File: config.mk
export PLATFORM = sky130hd
export DESIGN_NAME = http_chunked_body_decoder
export DESIGN_NICKNAME = d
export VERILOG_FILES = /design/src/rtl/hcbd_pkg.sv /design/src/rtl/hcbd_decoder.sv /design/src/rtl/http_chunked_body_decoder.sv
export SDC_FILE = /design/constraint.sdc
export NUM_CORES = 1
export LEC_CHECK = 0
export BUFFER_PORTS_ARGS = -buffer_cell sky130_fd_sc_hd__clkbuf_2
export CORE_MARGIN = 4
export CORE_UTILIZATION = 49
export DETAILED_ROUTE_END_ITERATION = 8
export GPL_ROUTABILITY_DRIVEN = 0
export PLACE_DENSITY = 0.8
export SYNTH_ARGS = -nofsm -noshare
export SYNTH_HDL_FRONTEND = slang
export SYNTH_SLANG_ARGS = --single-unit
File: constraint.sdc
create_clock -name clock -period 7.85 [get_ports clock]
set_input_delay 0 -clock clock [delete_from_list [all_inputs] [get_ports clock]]
set_output_delay 0 -clock clock [all_outputs]
set_load 0.03 [all_outputs]
File: src/rtl/hcbd_pkg.sv
`timescale 1ns / 1ps

package hcbd_pkg;

   // Byte codes of the chunk framing
   localparam logic [7:0] BYTE_CR = 8'h0D;
   localparam logic [7:0] BYTE_LF = 8'h0A;

   // Size limit register
   localparam int          LIMIT_W        = 25;
   localparam int          LENGTH_W       = 24;
   localparam logic [LIMIT_W-1:0] LIMIT_RESET = 25'd262144;
   localparam logic [LIMIT_W-1:0] LENGTH_CAP  = 25'd16777216;

   // Register map
   localparam logic REG_BODY_LIMIT = 1'b0;

   // Default longest size line, in hex digits
   localparam int MAX_SIZE_DIGITS_DEF = 15;

   typedef struct packed {
      logic [7:0] in_byte;
      logic       start_req;
   } req_type;

   typedef struct packed {
      logic [7:0]          out_byte;
      logic                out_valid;
      logic                body_done;
      logic                format_error;
      logic [LENGTH_W-1:0] total_length;
   } rsp_type;

   typedef struct packed {
      logic       ok;
      logic [3:0] value;
   } hex_type;

   // ASCII hex digit to nibble; ok is low for any other byte
   function automatic hex_type hex_decode(input logic [7:0] b);
      hex_type h;
      h.ok    = 1'b1;
      h.value = 4'd0;
      if (b >= 8'h30 && b <= 8'h39) begin
         h.value = 4'(b - 8'h30);
      end else if (b >= 8'h41 && b <= 8'h46) begin
         h.value = 4'(b - 8'h37);
      end else if (b >= 8'h61 && b <= 8'h66) begin
         h.value = 4'(b - 8'h57);
      end else begin
         h.ok = 1'b0;
      end
      return h;
   endfunction

endpackage

File: src/rtl/hcbd_decoder.sv
`timescale 1ns / 1ps

// Chunk framing state machine: holds the parse state and works out the
// result of one byte in the same cycle. State moves only on fire.
module hcbd_decoder #(
   parameter int MAX_SIZE_DIGITS = hcbd_pkg::MAX_SIZE_DIGITS_DEF
) (
   input  logic                         clock,
   input  logic                         reset,
   input  logic                         fire,
   input  hcbd_pkg::req_type            req,
   input  logic [hcbd_pkg::LIMIT_W-1:0] body_limit,
   output hcbd_pkg::rsp_type            rsp
);

   localparam int CHUNK_W = 4 * MAX_SIZE_DIGITS;
   localparam int COUNT_W = $clog2(MAX_SIZE_DIGITS + 1);
   localparam int SUM_W   = ((CHUNK_W > hcbd_pkg::LENGTH_W) ? CHUNK_W : hcbd_pkg::LENGTH_W) + 1;

   typedef enum logic [2:0] {
      PH_SIZE_FIRST,
      PH_SIZE_MORE,
      PH_SIZE_LF,
      PH_DATA,
      PH_DATA_CR,
      PH_DATA_LF,
      PH_DONE,
      PH_ERROR
   } phase_type;

   phase_type                     phase_ff, phase_in, phase_cur;
   logic [CHUNK_W-1:0]            chunk_ff, chunk_in, chunk_cur;
   logic [COUNT_W-1:0]            count_ff, count_in, count_cur;
   logic [hcbd_pkg::LENGTH_W-1:0] total_ff, total_in, total_cur;
   logic                          final_ff, final_in, final_cur;

   hcbd_pkg::hex_type             hex;
   logic [hcbd_pkg::LIMIT_W-1:0]  lim;
   logic [SUM_W-1:0]              sum;

   // A start request sees a freshly cleared state
   always_comb begin
      if (req.start_req) begin
         phase_cur = PH_SIZE_FIRST;
         chunk_cur = '0;
         count_cur = '0;
         total_cur = '0;
         final_cur = 1'b0;
      end else begin
         phase_cur = phase_ff;
         chunk_cur = chunk_ff;
         count_cur = count_ff;
         total_cur = total_ff;
         final_cur = final_ff;
      end
   end

   assign hex = hcbd_pkg::hex_decode(req.in_byte);
   assign lim = (body_limit > hcbd_pkg::LENGTH_CAP) ? hcbd_pkg::LENGTH_CAP : body_limit;
   assign sum = SUM_W'(total_cur) + SUM_W'(chunk_cur);

   // Per-byte transition and result
   always_comb begin
      phase_in = phase_cur;
      chunk_in = chunk_cur;
      count_in = count_cur;
      total_in = total_cur;
      final_in = final_cur;
      rsp      = '0;
      case (phase_cur)
         PH_SIZE_FIRST: begin
            if (!hex.ok) begin
               rsp.format_error = 1'b1;
               phase_in         = PH_ERROR;
            end else begin
               chunk_in = CHUNK_W'(hex.value);
               count_in = COUNT_W'(1);
               phase_in = PH_SIZE_MORE;
            end
         end
         PH_SIZE_MORE: begin
            if (req.in_byte == hcbd_pkg::BYTE_CR) begin
               phase_in = PH_SIZE_LF;
            end else if (!hex.ok || count_cur >= COUNT_W'(MAX_SIZE_DIGITS)) begin
               rsp.format_error = 1'b1;
               phase_in         = PH_ERROR;
            end else begin
               chunk_in = (chunk_cur << 4) | CHUNK_W'(hex.value);
               count_in = count_cur + COUNT_W'(1);
            end
         end
         PH_SIZE_LF: begin
            // size line ends: also the point where the limit is enforced
            if (req.in_byte != hcbd_pkg::BYTE_LF || sum >= SUM_W'(lim)) begin
               rsp.format_error = 1'b1;
               phase_in         = PH_ERROR;
            end else begin
               count_in = '0;
               if (chunk_cur == '0) begin
                  final_in = 1'b1;
                  phase_in = PH_DATA_CR;
               end else begin
                  phase_in = PH_DATA;
               end
            end
         end
         PH_DATA: begin
            rsp.out_byte  = req.in_byte;
            rsp.out_valid = 1'b1;
            total_in      = total_cur + hcbd_pkg::LENGTH_W'(1);
            chunk_in      = chunk_cur - CHUNK_W'(1);
            if (chunk_cur == CHUNK_W'(1)) begin
               phase_in = PH_DATA_CR;
            end
         end
         PH_DATA_CR: begin
            if (req.in_byte != hcbd_pkg::BYTE_CR) begin
               rsp.format_error = 1'b1;
               phase_in         = PH_ERROR;
            end else begin
               phase_in = PH_DATA_LF;
            end
         end
         PH_DATA_LF: begin
            if (req.in_byte != hcbd_pkg::BYTE_LF) begin
               rsp.format_error = 1'b1;
               phase_in         = PH_ERROR;
            end else if (final_cur) begin
               rsp.body_done    = 1'b1;
               rsp.total_length = total_cur;
               phase_in         = PH_DONE;
            end else begin
               phase_in = PH_SIZE_FIRST;
            end
         end
         default: begin
            // done or error: hold until a start request
         end
      endcase
   end

   // Parse state
   always_ff @(posedge clock) begin
      if (reset) begin
         phase_ff <= PH_SIZE_FIRST;
         chunk_ff <= '0;
         count_ff <= '0;
         total_ff <= '0;
         final_ff <= 1'b0;
      end else if (fire) begin
         phase_ff <= phase_in;
         chunk_ff <= chunk_in;
         count_ff <= count_in;
         total_ff <= total_in;
         final_ff <= final_in;
      end
   end

   // Payload bytes only flow while a chunk is open
   a_data_has_bytes: assert property (@(posedge clock) disable iff (reset)
      (phase_ff == PH_DATA) |-> (chunk_ff != '0))
      else $error("data phase entered with no bytes left");

   // A zero-size line that is taken sets the last-chunk flag
   a_final_zero: assert property (@(posedge clock) disable iff (reset)
      (fire && !req.start_req && phase_ff == PH_SIZE_LF && !rsp.format_error
       && chunk_ff == '0) |=> final_ff)
      else $error("zero-size chunk did not mark the last chunk");

   // Digit count never runs past the longest size line
   a_count_range: assert property (@(posedge clock) disable iff (reset)
      count_ff <= COUNT_W'(MAX_SIZE_DIGITS))
      else $error("size digit count out of range");

endmodule

File: src/rtl/http_chunked_body_decoder.sv
`timescale 1ns / 1ps

// HTTP/1.1 chunked body decoder. Takes one raw body byte per request and
// returns one result per request: the payload byte with out_valid, a done
// flag with the total length on the LF closing the zero-size chunk, or a
// format error; after done or error results are all zero until a request
// with start_req set. Throughput is one byte per clock while rsp_ready is
// high: the byte is held in an input register, decoded combinationally by
// the framing state machine and written into the result register, which
// drives rsp_valid. The size limit (body_limit, byte address 0, values
// above 2^24 act as 2^24) is checked on the LF of each size line and
// must only be written while no request is in flight.
module http_chunked_body_decoder #(
   parameter int MAX_SIZE_DIGITS = hcbd_pkg::MAX_SIZE_DIGITS_DEF
) (
   input  logic              clock,
   input  logic              reset,

   input  logic              req_valid,
   output logic              req_ready,
   input  hcbd_pkg::req_type req_data,

   output logic              rsp_valid,
   input  logic              rsp_ready,
   output hcbd_pkg::rsp_type rsp_data,

   input  logic              psel,
   input  logic              penable,
   input  logic              pwrite,
   input  logic [2:0]        paddr,
   input  logic [31:0]       pwdata,
   output logic [31:0]       prdata,
   output logic              pready
);

   logic                         limit_sel;
   logic [hcbd_pkg::LIMIT_W-1:0] body_limit_ff;
   logic                         in_valid_ff;
   hcbd_pkg::req_type            in_data_ff;
   logic                         out_valid_ff;
   hcbd_pkg::rsp_type            out_data_ff;
   hcbd_pkg::rsp_type            step_rsp;
   logic                         advance;

   // Register port
   assign pready    = 1'b1;
   assign limit_sel = (paddr[2] == hcbd_pkg::REG_BODY_LIMIT);
   assign prdata    = limit_sel ? {{(32 - hcbd_pkg::LIMIT_W){1'b0}}, body_limit_ff} : '0;

   always_ff @(posedge clock) begin
      if (reset) begin
         body_limit_ff <= hcbd_pkg::LIMIT_RESET;
      end else if (psel && penable && pwrite && limit_sel) begin
         body_limit_ff <= pwdata[hcbd_pkg::LIMIT_W-1:0];
      end
   end

   // Pipeline control: decode moves when the result slot is free
   assign advance   = in_valid_ff && (!out_valid_ff || rsp_ready);
   assign req_ready = !in_valid_ff || advance;
   assign rsp_valid = out_valid_ff;
   assign rsp_data  = out_data_ff;

   always_ff @(posedge clock) begin
      if (reset) begin
         in_valid_ff  <= 1'b0;
         out_valid_ff <= 1'b0;
      end else begin
         if (req_ready) begin
            in_valid_ff <= req_valid;
         end
         if (advance) begin
            out_valid_ff <= 1'b1;
         end else if (rsp_ready) begin
            out_valid_ff <= 1'b0;
         end
      end
   end

   // Payload registers
   always_ff @(posedge clock) begin
      if (req_ready && req_valid) begin
         in_data_ff <= req_data;
      end
      if (advance) begin
         out_data_ff <= step_rsp;
      end
   end

   hcbd_decoder #(
      .MAX_SIZE_DIGITS(MAX_SIZE_DIGITS)
   ) u_decoder (
      .clock     (clock),
      .reset     (reset),
      .fire      (advance),
      .req       (in_data_ff),
      .body_limit(body_limit_ff),
      .rsp       (step_rsp)
   );

   // At most one kind of event per result
   a_one_event: assert property (@(posedge clock) disable iff (reset)
      out_valid_ff |-> ($countones({out_data_ff.out_valid, out_data_ff.body_done,
                                    out_data_ff.format_error}) <= 1))
      else $error("result carries more than one event");

   // Fields outside their event read as zero
   a_zero_fields: assert property (@(posedge clock) disable iff (reset)
      out_valid_ff |-> ((out_data_ff.out_valid || out_data_ff.out_byte == '0)
                        && (out_data_ff.body_done || out_data_ff.total_length == '0)))
      else $error("idle result field not zero");

   // A held input request is not lost while the result slot is blocked
   a_hold_input: assert property (@(posedge clock) disable iff (reset)
      (in_valid_ff && !advance) |=> (in_valid_ff && $stable(in_data_ff)))
      else $error("stalled request dropped or changed");

endmodule
; Word level (Yosys, flattened, before mapping)
; Index checks and enable logic that the tools add are counted.
[op_classes]
n_addsub = 7
n_lt_le_gt_ge = 9
eq_ne = 9
mux = 47
bitwise = 4
n_reduce_logical = 20
[op_table]
columns = op, n
row1 = $mux 60, 4
row2 = $pmux 60 s3, 1
row3 = $add 24x60->61, 1
row4 = $ge 61x25->1, 1
row5 = $eq 60x1->1 const B, 1
row6 = $logic_not 60->1, 1
row7 = $or 60x4->60, 1
row8 = $sub 60x1->60 const B, 1
row9 = $mux 25, 2
row10 = $mux 24, 2
row11 = $mux 4, 8
row12 = $mux 3, 9
row13 = $gt 25x25->1 const B, 1
row14 = $add 24x1->24 const B, 1
row15 = $pmux 3 s6, 1
row16 = $mux 1, 17
row17 = $ge 8x7->1 const B, 2
row18 = $le 8x7->1 const B, 2
row19 = $ne 8x4->1 const B, 2
row20 = $pmux 4 s3, 1
row21 = $eq 8x4->1 const B, 1
row22 = $ge 8x6->1 const B, 1
row23 = $le 8x6->1 const B, 1
row24 = $logic_and 1x1->1, 8
row25 = other kinds (16), 26
[word_totals]
reg_bits = 163
input_bits = 51
wordCells = 111

; Longest topological paths before layout
[logic_depth]
ltp_word = 10
ltp_mapped = 32

; Modules after synthesis
; From an unflattened synthesis, not the netlist that was laid out.
[hier_totals]
hier_cells = 1898
area_unflattened_um2 = 14028.5
[modules_own_cells]
columns = mod, n_inst, cells_each, area_per_inst_um2, seq_area_each_um2
row1 = hcbd_decoder, 1, 1698, 11240.8, 1841.8
row2 = http_chunked_body_decoder, 1, 200, 2787.7, 1861.8

; Least setup slack after synthesis
; OpenSTA, ideal clock, no wires.
[synth_timing]
path_kind = reg2reg
startpoint = reg in_data_ff[0] (netlist name)
endpoint = reg u_decoder.phase_ff[1]
setup_time_ns = 0.140
arrival_ns = 7.000
slack_ns = 0.711
path_stages_with_launch = 32
synth_period_minus_slack_ns = 7.139
cell_sequence = edfxtp_1 > buf_6 > clkbuf_1 > clkbuf_1 > clkbuf_8 > buf_6 > clkbuf_1 > buf_1 > clkbuf_1 > clkbuf_1 > clkbuf_1 > nor2b_1 > ha_1 > clkbuf_2 > a21oi_1 > o21ai_0 > a21o_1 > a21o_1 > a31oi_1 > xnor2_1 > ha_1 > and4_1 > a221oi_1 > nand3_1 > a2111oi_0 > nand4_1 > nor4_1 > and4b_1 > nand4_1 > or2_4 > o41ai_2 > a311oi_1
[synth_between]
elab_chain_len = 6
elab_cells_between_ends = 26
[synth_lines]
columns = element, line_no
row1 = from (decl), http_chunked_body_decoder.sv:39  ; hcbd_pkg::req_type in_data_ff;
row2 = from (signal assigned), http_chunked_body_decoder.sv:83  ; in_data_ff <= req_data;
row3 = "$mux 24, or another cell as far along", hcbd_decoder.sv:43  ; if (req.start_req) begin
row4 = $add 24x60->61 or $ge 4x4->1 (tied branches), "hcbd_decoder.sv:60, hcbd_decoder.sv:84"
row5 = $ge 61x25->1 or $logic_or 1x1->1 (tied branches), "hcbd_decoder.sv:94, hcbd_decoder.sv:84"
row6 = $logic_or 1x1->1 or $mux 3 (tied branches), "hcbd_decoder.sv:94, hcbd_decoder.sv:84"
row7 = "$mux 3, on equally long branches", "hcbd_decoder.sv:94, hcbd_decoder.sv:82"
row8 = $pmux 3 s6 *, hcbd_decoder.sv:70  ; case (phase_cur)
row9 = to (signal assigned), hcbd_decoder.sv:151  ; phase_ff <= phase_in;
row10 = to (decl), hcbd_decoder.sv:31  ; phase_type phase_ff, phase_in, phase_cur;
; Every way passes the cells marked *; elsewhere a longest branch is shown, timed or not.
; A chain may end at the register's enable or synchronous reset.

; Worst setup path after layout
; Same ends and word-level chain as after synthesis.

==> run metrics <==
via count of the first global-routing pass=13578; Filler Cell Count=2378; logic gate share of total power=18.9%; number of sinks on the clock net=163; upper clock frequency limit=0.150 GHz; clock share of power=38.4%; leading cell types by count after synthesis=223 x nor2_1, 206 x nand2_1, 129 x a21oi_1; most prevalent standard cell on the critical path=nor2_1; largest net degree at the start of global routing=138; data required time of the worst path=8.13 ns; floorplan die width=174 um; Initial Util=49.9%; worst path arrival time=6.96 ns; fraction of the yosys area taken by sequential cells=27.5%; Buf+Inv Stages, Crit Path=1; remaining global-route overflow=0; number of DRC markers in iteration 0=1925; Warnings, synthesis=0; routed length per placed instance=19.8 um; Critical Path Fanout Max=137; utilization after layout=54.4%; area of the multi-input gates=8830 sq um; leakage power=5.22 nW; area share of the leading cell type in the synthesized netlist=17.7%; Max VDD drop=0.107 mV; Net Sw Power=762 uW; cell area after technology mapping=13500 sq um; shortest clock period the worst path allows after layout=6.68 ns; CTS tree=built; Main synth FF type=dfxtp_1; number of cell rows=60; number of enable-type register cells in the synthesized netlist=44; die height=174 um; dominant cell type by area after synthesis=dfxtp_1; ratio of final minimum period to clock period=85.1%; Final setup viols=0; share of post-route cells with drive strength above 1=10.1%; number of placed instances, taps included=2110; most common cell in the synthesized netlist=nor2_1; post-route non-filler standard cell count=2180; clock root buffer=clkbuf_16; core region area=27000 sq um; deepest level of the CTS H-tree=4; list of cells traversed by the critical path=buf_12 -> nor2_1 -> ha_1 -> nor3b_1 -> nor3b_1 -> a21oi_1 -> nor2_1 -> nor2_1 -> o21ai_0 -> xnor2_1 -> ha_1 -> and4_1 -> a221oi_1 -> nand3_1 -> a2111oi_0 -> nand4_1 -> nor4_1 -> and4b_1 -> nand4_1 -> or2_4 -> o41ai_2 -> a311oi_1; setup repair after global routing missed its margin=false; number of flip-flops and latches in the synthesized netlist=163; max-cap violations=0; Nets=1919; I/O pin count=121; run status=finished clean; cells taking the most area after synthesis=dfxtp_1 18%, edfxtp_1 9.8%, nor2_1 6.2%; clock skew after layout=0.0180 ns; sequential power share=42.7%; number of antenna violations at the first check in global routing=0; ANT nets after route=0; wire length of the first global-routing pass=69.6 mm; average instance area after synthesis=7.41 sq um; kind of start point of the critical path=flip-flop; worst-skew pair later-pin latency=0.45 ns; Die Area=30200 sq um; pwr dens=152 nW/um^2; share of flip-flops with an asynchronous set or reset=0%; Max Transition Viols Final=0; Via Count=14541; Antenna diodes=0; Max-slew headroom=16.8%; Fin Setup TNS=0 ns; area delta synth->final=8.97%; Pre-Repair DR Iteration Count=8; TritonCTS buffer count=17; Internal Power=1.47 mW; number of hold-slack violations in the final timing report=0; residual DRC count=0; Tightest Pin Transition=1.24 ns; number of input and output port buffers inserted=103; Register Area=3700 sq um; detailed-route wire length=43.1 mm; highest-delay cell along the critical path=nor3b_1; number of gates resized after cts=0; post-DP HPWL=29.1 mm; peak per-stage delay on the critical path=0.69 ns; worst-case clock buffer depth=2; instance count of the mapped netlist=1815; vias per cell=6.67; clk slew on worst S/H paths=0.08 ns; critical path's top delay family=simple AND/OR/NAND/NOR gates; Yosys cell types=101; worst hold path class=input pin to flip-flop; kind of critical path=flip-flop to flip-flop; CP endpoint kind=flip-flop; total global routing track utilization=27.5%; switching power as a share of total power=34.1%
==> what timing repair did <==
item | CTS | global route
hold endpoints to repair | 43 | 0
setup buffers | 0 | 0
hold buffers | 38 | 0
==> flip-flops by register name, summed over array words and instances (netlist names) <==
name,flops
body_limit_ff,25
in_data_ff,9
in_valid_ff,1
rsp_data,35
rsp_valid,1
u_decoder.chunk_ff,60
u_decoder.count_ff,4
u_decoder.final_ff,1
u_decoder.phase_ff,3
u_decoder.total_ff,24
==> metal layers <==
layer  up-vias  track usage [%]  share of wire (%)
li1       6644                -                  -
met1      6731             35.1                 38
met2       954             42.5                 45
met3       212             5.47                 11
met4         0             17.4                6.0
met5         -                0                  0
==> stage by stage <==
stage	hold WS (ns)	area (sq um)	setup WS, ns	power, mW
after floorplan	0.0989	13500	0.711	1.26
after global placement	0.177	13700	1.66	1.35
after detailed placement	0.179	13700	1.43	1.36
after CTS	0.263	14700	1.38	2.22
after global routing	0.282	14700	0.759	2.31
final	0.283	14700	1.17	2.23
==> final timing paths <==
check	to	cells after the start	slack [ns]	from
worst min-delay path	in_data_ff[7]	2	0.28	req_data[7]
worst min register to register	body_limit_ff[24]	2	0.48	body_limit_ff[24]
worst max register to register	u_decoder.phase_ff[1]	22	1.17	in_data_ff[0]
worst max-delay path	u_decoder.phase_ff[1]	22	1.17	in_data_ff[0]
==> final cells by class <==
class | count | area share (%)
Clock buffer | 17 | 2.90
Clock inverter | 15 | 1.08
Inverter | 31 | 0.811
Multi-Input combinational cell | 1461 | 60.3
Sequential cell | 163 | 25.3
Tap cell | 341 | 2.91
Timing Repair Buffer | 152 | 6.78
==> cell families after synthesis <==
kind of cell               Yosys count  synth area share [%]
AOI/OAI and AO/OA                  498                  24.5
xor gates and xnor gates            73                  4.89
and+or+nand+nor                    823                  30.7
adders and majority gates           45                  4.14
DFF                                163                  27.5
muxes                               14                  1.13
buffers and inverters              197                  6.99
other                                2                0.0558
==> power by group through the flow <==
stage / clock [mW] / sequential, mW / combinational [mW]
global route: 0.894 / 0.957 / 0.459
detailed placement: 0 / 0.968 / 0.394
finish: 0.857 / 0.953 / 0.423
floorplan: 0 / 0.948 / 0.316
CTS: 0.861 / 0.949 / 0.412
global placement: 0 / 0.967 / 0.386
==> worst register-to-register path, stage by stage, from the launching register on <==
cell       delay [ns]
edfxtp_1         0.43
buf_12           0.42
nor2_1           0.25
ha_1             0.40
nor3b_1          0.51
nor3b_1          0.69
a21oi_1          0.22
nor2_1           0.14
nor2_1           0.07
o21ai_0          0.23
xnor2_1          0.16
ha_1             0.27
and4_1           0.21
a221oi_1         0.28
nand3_1          0.11
a2111oi_0        0.43
nand4_1          0.17
nor4_1           0.27
and4b_1          0.22
nand4_1          0.12
or2_4            0.31
o41ai_2          0.43
a311oi_1         0.16
==> layout by cell type (no fill, tap or decap), types with 10 or more instances in the layout <==
cell type and n:
nor2_1 223, a31oi_1 21, and2_1 37, nor4_1 36
clkbuf_16 17, a211oi_1 29, a22oi_1 32, nor2b_1 65
o211ai_1 22, a21o_1 15, clkbuf_2 102, buf_4 11
inv_1 29, dfxtp_1 119, dlygate4sd3_1 38, xor2_1 25
nand3_1 31, and3_1 21, o31ai_1 10, nand4_1 33
edfxtp_1 44, nor3_1 88, a221oi_1 17, a21oi_1 129
xnor2_1 47, ha_1 42, o22ai_1 21, o21ai_0 101
nand2_1 206
(Power assumes the default switching activity.)
